$ cat config.mk
export PLATFORM = sky130hd
export DESIGN_NAME = utf8_encode_with_string_hash
export DESIGN_NICKNAME = d
export VERILOG_FILES = /design/src/rtl/core/utf8h_pkg.sv /design/src/rtl/core/utf8h_front.sv /design/src/rtl/core/utf8h_queue.sv /design/src/rtl/core/utf8h_back.sv /design/src/rtl/core/utf8_encode_with_string_hash.sv
export SDC_FILE = /design/constraint.sdc
export NUM_CORES = 1
export LEC_CHECK = 0
export BUFFER_PORTS_ARGS = -buffer_cell sky130_fd_sc_hd__buf_2
export CAP_MARGIN = 10
export CORE_UTILIZATION = 45
export CTS_BUF_LIST = sky130_fd_sc_hd__clkbuf_4
export CTS_CLUSTER_DIAMETER = 50
export CTS_CLUSTER_SIZE = 40
export DETAILED_ROUTE_END_ITERATION = 7
export GPL_TIMING_DRIVEN = 0
export PLACE_DENSITY = 0.75
export SETUP_SLACK_MARGIN = 0.2
export SYNTH_ARGS = -nofsm -noshare
export SYNTH_HDL_FRONTEND = slang
export SYNTH_SLANG_ARGS = --single-unit
$ cat constraint.sdc
create_clock -name clk -period 13.6 [get_ports clk]
set_input_delay 3.4 -clock clk [delete_from_list [all_inputs] [get_ports clk]]
set_output_delay 3.4 -clock clk [all_outputs]
set_load 0.01 [all_outputs]
$ cat src/rtl/core/utf8h_pkg.sv
// Shared types and constants for the UTF-8 encoder with string hash.
// No dependencies; used by every module of the block but the checker.
package utf8h_pkg;

  localparam logic [31:0] CODE_LIMIT = 32'h0011_0000;
  localparam logic [31:0] HASH_TAG   = 32'h8000_0000;

  typedef enum logic [1:0] {
    KIND_CHAR  = 2'd0,
    KIND_CLOSE = 2'd1,
    KIND_BAD   = 2'd2
  } kind_t;

  // one classified request, as queued between front and back
  typedef struct packed {
    logic [3:0][7:0] bytes;     // bytes[0] goes out first
    logic [1:0]      last_idx;  // index of the final byte
    kind_t           kind;
    logic            closes;
  } entry_t;

  typedef struct packed {
    logic empty;
    logic full;
  } queue_status_t;

  typedef struct packed {
    logic [7:0]  out_byte;
    logic        byte_present;
    logic        last_of_item;
    logic        string_done;
    logic [31:0] string_hash;
    logic [31:0] string_length;
    logic        bad_code_point;
  } result_t;

endpackage

$ cat src/rtl/core/utf8h_front.sv
// Front end: classifies an incoming code point and builds its UTF-8 bytes.
// Depends on utf8h_pkg.
module utf8h_front (
  input  logic [31:0]       code_point,
  input  logic              closes_string,
  input  logic              no_character,
  output logic              keep,
  output utf8h_pkg::entry_t entry
);

  always_comb begin
    entry          = '0;
    entry.closes   = closes_string;
    entry.kind     = utf8h_pkg::KIND_CHAR;
    keep           = 1'b1;
    if (no_character) begin
      entry.kind = utf8h_pkg::KIND_CLOSE;
      // no character and no close: nothing to emit
      keep       = closes_string;
    end else if (code_point >= utf8h_pkg::CODE_LIMIT) begin
      entry.kind = utf8h_pkg::KIND_BAD;
    end else if (code_point < 32'h0000_0080) begin
      entry.bytes[0] = {1'b0, code_point[6:0]};
      entry.last_idx = 2'd0;
    end else if (code_point < 32'h0000_0800) begin
      entry.bytes[0] = {3'b110, code_point[10:6]};
      entry.bytes[1] = {2'b10, code_point[5:0]};
      entry.last_idx = 2'd1;
    end else if (code_point < 32'h0001_0000) begin
      entry.bytes[0] = {4'b1110, code_point[15:12]};
      entry.bytes[1] = {2'b10, code_point[11:6]};
      entry.bytes[2] = {2'b10, code_point[5:0]};
      entry.last_idx = 2'd2;
    end else begin
      entry.bytes[0] = {5'b11110, code_point[20:18]};
      entry.bytes[1] = {2'b10, code_point[17:12]};
      entry.bytes[2] = {2'b10, code_point[11:6]};
      entry.bytes[3] = {2'b10, code_point[5:0]};
      entry.last_idx = 2'd3;
    end
  end

endmodule

$ cat src/rtl/core/utf8h_queue.sv
// Small request queue between front and back ends.
// Depends on utf8h_pkg.
module utf8h_queue #(
  parameter int DEPTH = 4
) (
  input  logic                     clk,
  input  logic                     rst,
  input  logic                     push,
  input  utf8h_pkg::entry_t        push_data,
  input  logic                     pop,
  output utf8h_pkg::entry_t        head,
  output utf8h_pkg::queue_status_t status
);

  localparam int PW = (DEPTH > 1) ? $clog2(DEPTH) : 1;
  localparam int CW = $clog2(DEPTH + 1);
  localparam logic [PW-1:0] LAST_PTR = PW'(DEPTH - 1);
  localparam logic [CW-1:0] FULL_CNT = CW'(DEPTH);

  utf8h_pkg::entry_t mem [DEPTH];
  logic [PW-1:0] wr_ptr;
  logic [PW-1:0] rd_ptr;
  logic [CW-1:0] count;
  logic          do_push;
  logic          do_pop;

  assign status.empty = (count == '0);
  assign status.full  = (count == FULL_CNT);
  assign do_push      = push && !status.full;
  assign do_pop       = pop && !status.empty;
  assign head         = mem[rd_ptr];

  always_ff @(posedge clk) begin
    if (do_push) begin
      mem[wr_ptr] <= push_data;
    end
  end

  always_ff @(posedge clk) begin
    if (rst) begin
      wr_ptr <= '0;
      rd_ptr <= '0;
      count  <= '0;
    end else begin
      if (do_push) begin
        wr_ptr <= (wr_ptr == LAST_PTR) ? '0 : wr_ptr + 1'b1;
      end
      if (do_pop) begin
        rd_ptr <= (rd_ptr == LAST_PTR) ? '0 : rd_ptr + 1'b1;
      end
      if (do_push && !do_pop) begin
        count <= count + 1'b1;
      end else if (do_pop && !do_push) begin
        count <= count - 1'b1;
      end
    end
  end

endmodule

$ cat src/rtl/core/utf8h_back.sv
// Back end: emits one result per cycle unless stalled or idle, keeps
// hash and length, owns the output register. Depends on utf8h_pkg.
module utf8h_back (
  input  logic                     clk,
  input  logic                     rst,
  input  utf8h_pkg::entry_t        head,
  input  utf8h_pkg::queue_status_t status,
  output logic                     pop,
  output logic                     out_valid,
  input  logic                     out_stall,
  output utf8h_pkg::result_t       result
);

  logic [31:0] hash_running;
  logic [31:0] bytes_emitted;
  logic [1:0]  idx;
  logic        out_load;
  logic        fire;
  logic        is_last;
  logic        is_char;
  logic [7:0]  cur_byte;
  logic [31:0] hash_next;
  logic [31:0] bytes_emitted_next;
  logic        done;
  utf8h_pkg::result_t res_next;

  assign out_load = !out_valid || !out_stall;
  assign fire     = out_load && !status.empty;
  assign is_char  = (head.kind == utf8h_pkg::KIND_CHAR);
  assign is_last  = !is_char || (idx == head.last_idx);
  assign cur_byte = head.bytes[idx];
  assign pop      = fire && is_last;

  always_comb begin
    hash_next          = hash_running;
    bytes_emitted_next = bytes_emitted;
    if (is_char) begin
      // hash * 31 + byte
      hash_next          = (hash_running << 5) - hash_running + {24'b0, cur_byte};
      bytes_emitted_next = bytes_emitted + 32'd1;
    end
    done = is_last && head.closes &&
           (head.kind == utf8h_pkg::KIND_CHAR || head.kind == utf8h_pkg::KIND_CLOSE);

    res_next                = '0;
    res_next.out_byte       = is_char ? cur_byte : 8'd0;
    res_next.byte_present   = is_char;
    res_next.last_of_item   = is_last;
    res_next.string_done    = done;
    res_next.string_hash    = done ? (hash_next | utf8h_pkg::HASH_TAG) : 32'd0;
    res_next.string_length  = done ? bytes_emitted_next : 32'd0;
    res_next.bad_code_point = (head.kind == utf8h_pkg::KIND_BAD);
  end

  always_ff @(posedge clk) begin
    if (fire) begin
      result <= res_next;
    end
  end

  always_ff @(posedge clk) begin
    if (rst) begin
      out_valid     <= 1'b0;
      idx           <= '0;
      hash_running  <= '0;
      bytes_emitted <= '0;
    end else begin
      if (out_load) begin
        out_valid <= !status.empty;
      end
      if (fire) begin
        idx <= is_last ? 2'd0 : idx + 2'd1;
        if (done || head.kind == utf8h_pkg::KIND_BAD) begin
          // string closed or discarded
          hash_running  <= '0;
          bytes_emitted <= '0;
        end else begin
          hash_running  <= hash_next;
          bytes_emitted <= bytes_emitted_next;
        end
      end
    end
  end

endmodule

$ cat src/rtl/core/utf8_encode_with_string_hash.sv
// UTF-8 encoder with running string hash, top level.
// Depends on utf8h_pkg, utf8h_front, utf8h_queue, utf8h_back.
//
// Input channel: in_valid / in_stall with code_point, closes_string and
// no_character. A request is taken on a rising edge with in_valid high and
// in_stall low. in_stall rises only when the request queue (QUEUE_DEPTH
// entries) is full.
// Output channel: out_valid / out_stall with one result per handshake: one
// UTF-8 byte, or a string-close or bad-code-point marker. The last result of
// a good closing request carries the hash (bit 31 set) and byte length.
// A request passes through the queue and the output register before its
// first result appears. The back end emits one result per cycle unless
// stalled or idle: one per UTF-8 byte (1 to 4) of a code point, one for
// a close-only or bad request, none with no character and no close.
// The front keeps taking requests while the queue has room.
// Reset clears the queue, the output valid flag, the hash and the length.
// While out_stall is high the result holds and the back end waits; the
// front keeps filling the queue until it is full.
module utf8_encode_with_string_hash #(
  parameter int QUEUE_DEPTH = 4
) (
  input  logic        clk,
  input  logic        rst,
  input  logic        in_valid,
  output logic        in_stall,
  input  logic [31:0] code_point,
  input  logic        closes_string,
  input  logic        no_character,
  output logic        out_valid,
  input  logic        out_stall,
  output logic [7:0]  out_byte,
  output logic        byte_present,
  output logic        last_of_item,
  output logic        string_done,
  output logic [31:0] string_hash,
  output logic [31:0] string_length,
  output logic        bad_code_point
);

  logic                     keep;
  logic                     pop;
  utf8h_pkg::entry_t        entry;
  utf8h_pkg::entry_t        head;
  utf8h_pkg::queue_status_t status;
  utf8h_pkg::result_t       result;

  assign in_stall = status.full;

  utf8h_front u_front (
    .code_point    (code_point),
    .closes_string (closes_string),
    .no_character  (no_character),
    .keep          (keep),
    .entry         (entry)
  );

  utf8h_queue #(
    .DEPTH (QUEUE_DEPTH)
  ) u_queue (
    .clk       (clk),
    .rst       (rst),
    .push      (in_valid && keep),
    .push_data (entry),
    .pop       (pop),
    .head      (head),
    .status    (status)
  );

  utf8h_back u_back (
    .clk       (clk),
    .rst       (rst),
    .head      (head),
    .status    (status),
    .pop       (pop),
    .out_valid (out_valid),
    .out_stall (out_stall),
    .result    (result)
  );

  assign out_byte       = result.out_byte;
  assign byte_present   = result.byte_present;
  assign last_of_item   = result.last_of_item;
  assign string_done    = result.string_done;
  assign string_hash    = result.string_hash;
  assign string_length  = result.string_length;
  assign bad_code_point = result.bad_code_point;

endmodule

Word level (Yosys, flattened, before mapping) --
Memories as Yosys holds them, arrays and structs flattened. A register that Yosys moved wholly into a read port is not among the register bits. Cells that the tools add are included.
Operators by class: $add $sub $neg 8, reduce and logical (&&, ||, !) cells 25, mux-type cells 27, equal/unequal tests 6, magnitude comparators 5
Operator list (count):
- $mux W32 | 5
- $mux W34 | 2
- $mux W24 | 2
- $add A32 B1 Y32 const B | 1
- $add A32 B8 Y32 | 1
- $ge A32 B21 Y1 const B | 1
- $lt A32 B12 Y1 const B | 1
- $lt A32 B17 Y1 const B | 1
- $lt A32 B8 Y1 const B | 1
- $sub A32 B32 Y32 | 1
- $mux W18 | 1
- $bmux W8 S2 | 1
- $mux W16 | 1
- $mux W8 | 2
- $mux W2 | 7
- $mux W10 | 1
- $logic_and A1 B1 Y1 | 9
- $logic_not A1 Y1 | 7
- $add A2 B1 Y2 const B | 3
- $eq A2 B2 Y1 const B | 3
- $mux W3 | 2
- $logic_or A1 B1 Y1 | 4
- $reduce_bool A2 Y1 | 2
- $add A3 B1 Y3 const B | 1
- other kinds (9) | 11
Storage, ports and cells: memories 1, bits of input ports 38, RAM bits 148, logic and storage cells 88, register bits 150, output and inout bits 78
Memories:
- u_queue.mem | words 4, width 37, read ports 1, clocked after memory_dff 1, wr ports 1, RTL line utf8h_queue.sv:20 | utf8h_pkg::entry_t mem [DEPTH];

Depth between registers and ports, before layout --
depth after elaboration 8, depth in mapped cells 18, mapped depth without buffers 15

Hierarchy --
Synthesis repeated with hierarchy kept, for this count alone.
Unflattened totals: cells, all modules 1275, area, all modules 15087.0 um^2
By module, submodules not included:
- utf8h_back | cells an instance 918, times used 1, seq. area each 3573.4 um^2, area an instance 8480.6 um^2
- utf8h_queue | cells an instance 243, times used 1, seq. area each 4624.4 um^2, area an instance 5841.9 um^2
- utf8h_front | cells an instance 113, times used 1, seq. area each 0.0 um^2, area an instance 758.2 um^2
- utf8_encode_with_string_hash | cells an instance 1, times used 1, seq. area each 0.0 um^2, area an instance 6.3 um^2

Worst setup path after synthesis --
No wires, ideal clock.
path kind in2reg, start point in out_stall, end point reg u_back.bytes_emitted[28], arrival time 6586 ps, setup slack 6884 ps, path buffers 2, required time 13470 ps, stages on the path 6, library setup time 130 ps, cell sequence a21o_1 > clkbuf_1 > inv_1 > clkbuf_1 > o211a_1 > nor3_2
Between the ends: longest elaborated chain between the ends 3
Ends and longest elaborated chain:
- from (decl) | RTL line utf8_encode_with_string_hash.sv:30 | input logic out_stall,
- $logic_not A1 Y1 | RTL line utf8h_back.sv:27 | assign out_load = !out_valid || !out_stall;
- $logic_or A1 B1 Y1 | RTL line utf8h_back.sv:27
- $logic_and A1 B1 Y1 | RTL line utf8h_back.sv:28 | assign fire = out_load && !status.empty;
- via u_back.fire | RTL line utf8h_back.sv:18 | logic fire;
- to (signal assigned) | RTL line utf8h_back.sv:79 | bytes_emitted <= bytes_emitted_next;
- to (decl) | RTL line utf8h_back.sv:15 | logic [31:0] bytes_emitted;
The timed path passes the listed nets, and every way through them passes these cells. A chain may end at the register's enable or synchronous reset.

==> metrics.yaml <==
status:
  status: "complete, no violations"
detailed_routing:
  avgViaCountPerCell: 5.70
  totalWireLength_um: 33700
  drtIter0Drc: 928
  wire_per_inst_um: 18.9
  dr_total_vias: 10100
  drt.antenna.violating_nets: 0
  drt-pass1-iter-count: 5
  drc: 0
layout:
  nets: 1469
  multi_input_area_mm2: 0.00591
  syn_to_final_growth_pct: 11.4
  drive_above_1_share_pct: 17.6
  num-fill-cells: 2747
  register_area_mm2: 0.00760
logic_synthesis:
  ys_top_cells_by_count: "203 x edfxtp_1, 135 x nor2_1, 111 x a21oi_1"
  syn_nets: 1324
  yosys.area.top_type: "edfxtp_1"
  ys_seq_area_share_pct: 54.4
  synth_top_family_by_area: "simple AND/OR/NAND/NOR gates"
  synth.top_cell.area_share_pct: 43.7
  synth_compound_area_share_pct: 11.8
  synthCells: 1218
  synth_fa_ha_area_share_pct: 6.37
  netlist_area_mm2: 0.0140
  ys_ff_latch: 278
  async_reset_ff_share_pct: 0
  ys_types: 74
  synth_most_common_cell: "edfxtp_1"
  synth.avg_cell_area_um2: 11.5
  ys.flop_type: "edfxtp_1"
  synth-edff-count: 203
  yosys-top-cells-area: "edfxtp_1 44%, dfxtp_1 11%, ha_1 5.6%"
  ys_warn_count: 0
  synthSimpleGateAreaFrac_pct: 13.8
  synth_mux_area_share_pct: 6.53
  yosys.area_share.xor_xnor_pct: 3.83
timing:
  fin_crit_sh_pct: 41.4
  hold_viol_final: 0
  finalSetupTns_ps: 0
  maxSlewViolCount: 0
  skew_ps: 45.0
  slew_headroom_pct: 40.3
  grt_setup_unrepaired: "false"
  worst_pin_slew_ps: 896
  max_freq_mhz: 177
  finalSetupViolations: 0
  timing.final.crit_period_ps: 5630
clocking:
  ctsResizeCount: 0
  cts_root_buffer: "clkbuf_4"
  clk_latency_ps: 750
  postCtsSetupRepairBufs: 0
  clk_pin_slew_ps: 190
  cts.path.max_buffers: 3
  cts_hold_buf: 0
  clock-sinks: 278
  cts-buffers-inserted: 27
  cts_max_level: 1
  cts_tree: "yes"
floorplanning:
  start_util_pct: 45.7
  die_h_um: 178
  io_pins: 116
  fp.dieArea_mm2: 0.0317
  core_area_mm2: 0.0305
  num_rows: 64
  die_w_um: 178
worst_setup_path:
  cp_num_cells: 14
  crit_type: "reg2reg"
  slowest_delay_ps: 580
  r2r-end: "u_back.result[54]"
  cp.arrival_ps: 6200
  required_ps: 14160
  cp-start-kind: "flop"
  crit_chain: "clkbuf_1 > clkbuf_1 > mux4_2 > mux4_2 > fa_1 > ha_1 > and3_1 > a221oi_1 > o31a_1 > o31ai_1 > nand3_1 > and2_1 > or3_1 > a31oi_1"
  crit_end: "u_back.result[54]"
  cp_top_family: "buffers and inverters"
  ff2ff_setup_slack_ps: 7970
  cp-end-kind: "flop"
  path_max_fanout: 10
  crit_buf_inv: 2
  cp_slowest_cell: "clkbuf_1"
  ff2ff_path_depth: 14
global_routing:
  grt_max_degree: 73
  grt_pass1_wl_um: 52700
  antenna_found_initial: 1
  grt_overflow: 0
  grt_util_all_layers_pct: 21.5
  grt_pass1_vias: 9755
flow_run:
  cap_violations: 0
placed_design:
  place_hpwl_um: 24300
  port_buffers: 115
  gp_congestion: 0.920
worst_hold_path:
  hp-class: "reg2reg"
  worstHoldPathCells: 2
-- through the flow --
| stage | hold WS, ps | setup WS (ps) | util, % | area [µm²] | cells |
|---|---|---|---|---|---|
| floorplan | 436 | 6880 | - | 14000 | 1218 |
| global placement | 446 | 5520 | 49.2 | 15000 | 1729 |
| detailed placement | 458 | 7600 | 49.4 | 15100 | 1730 |
| CTS | 479 | 7900 | 50.9 | 15500 | 1780 |
| global route | 518 | 7610 | 51.0 | 15500 | 1781 |
| finish | 481 | 7970 | 51.0 | 15500 | 1781 |
-- flip-flops by register name, indices dropped and copies added (netlist names), named ones only --
register and count:
u_queue.count 3, u_back.result 75, u_back.hash_running 31, u_queue.mem 128, u_queue.wr_ptr 2, u_back.out_valid 1, u_back.idx 2, u_queue.rd_ptr 2
u_back.bytes_emitted 32
-- cells in the final DEF (no fill, tap or decap), types with 37 or more instances in the layout --
| master | Yosys | layout |
|---|---|---|
| edfxtp_1 | 203 | 203 |
| nor2_1 | 135 | 135 |
| buf_2 | 9 | 124 |
| a21oi_1 | 111 | 111 |
| nand2_1 | 100 | 100 |
| dfxtp_1 | 75 | 75 |
| ha_1 | 63 | 63 |
| inv_1 | 48 | 48 |
| clkbuf_1 | 45 | 44 |
| xnor2_1 | 37 | 37 |
-- layout make-up --
type                            count  share of cell area (%)
Antenna cell                        1                  0.0161
Buffer                             63                    1.74
Clock buffer                       27                    1.30
Clock inverter                     23                    1.79
Inverter                           49                    1.22
Multi-Input combinational cell    828                    38.0
Sequential cell                   278                    48.9
Tap cell                          396                    3.19
Timing Repair Buffer              116                    3.88
-- tightest hold or removal path, stage by stage, from the launching register on --
cell,delay [ps]
dfxtp_1,350
nand2_1,50
a21oi_1,60
-- routing by layer --
layer	track usage, %	part of all wire (%)	up-vias
met5	0	0	-
met4	6.02	2.5	0
met3	3.13	6.4	59
met2	36.7	49	384
met1	28.5	42	4889
li1	-	-	4815
-- worst min path at each step --
stage / from / endpoint / slack (ps)
after floorplan: u_back.hash_running[26] / u_back.hash_running[26] / 440
after global placement: u_back.hash_running[26] / u_back.hash_running[26] / 450
after detailed placement: u_back.hash_running[26] / u_back.hash_running[26] / 460
after CTS: u_back.hash_running[26] / u_back.hash_running[26] / 480
after global routing: u_back.out_valid / u_back.out_valid / 520
final: u_back.hash_running[26] / u_back.hash_running[26] / 480
-- cells by family (layout without fill, tap and decap cells) --
group | after synthesis | in the layout
and+or+nand+nor | 398 | 398
DFF | 278 | 278
AOI/OAI and AO/OA | 254 | 254
muxes | 47 | 47
buffers and inverters | 112 | 278
xor gates and xnor gates | 61 | 61
adders and majority gates | 68 | 68
other | 0 | 1
Power is left out: the tool's default activity adds up to more than one toggle a clock period on the data nets, which glitch-free logic cannot reach.
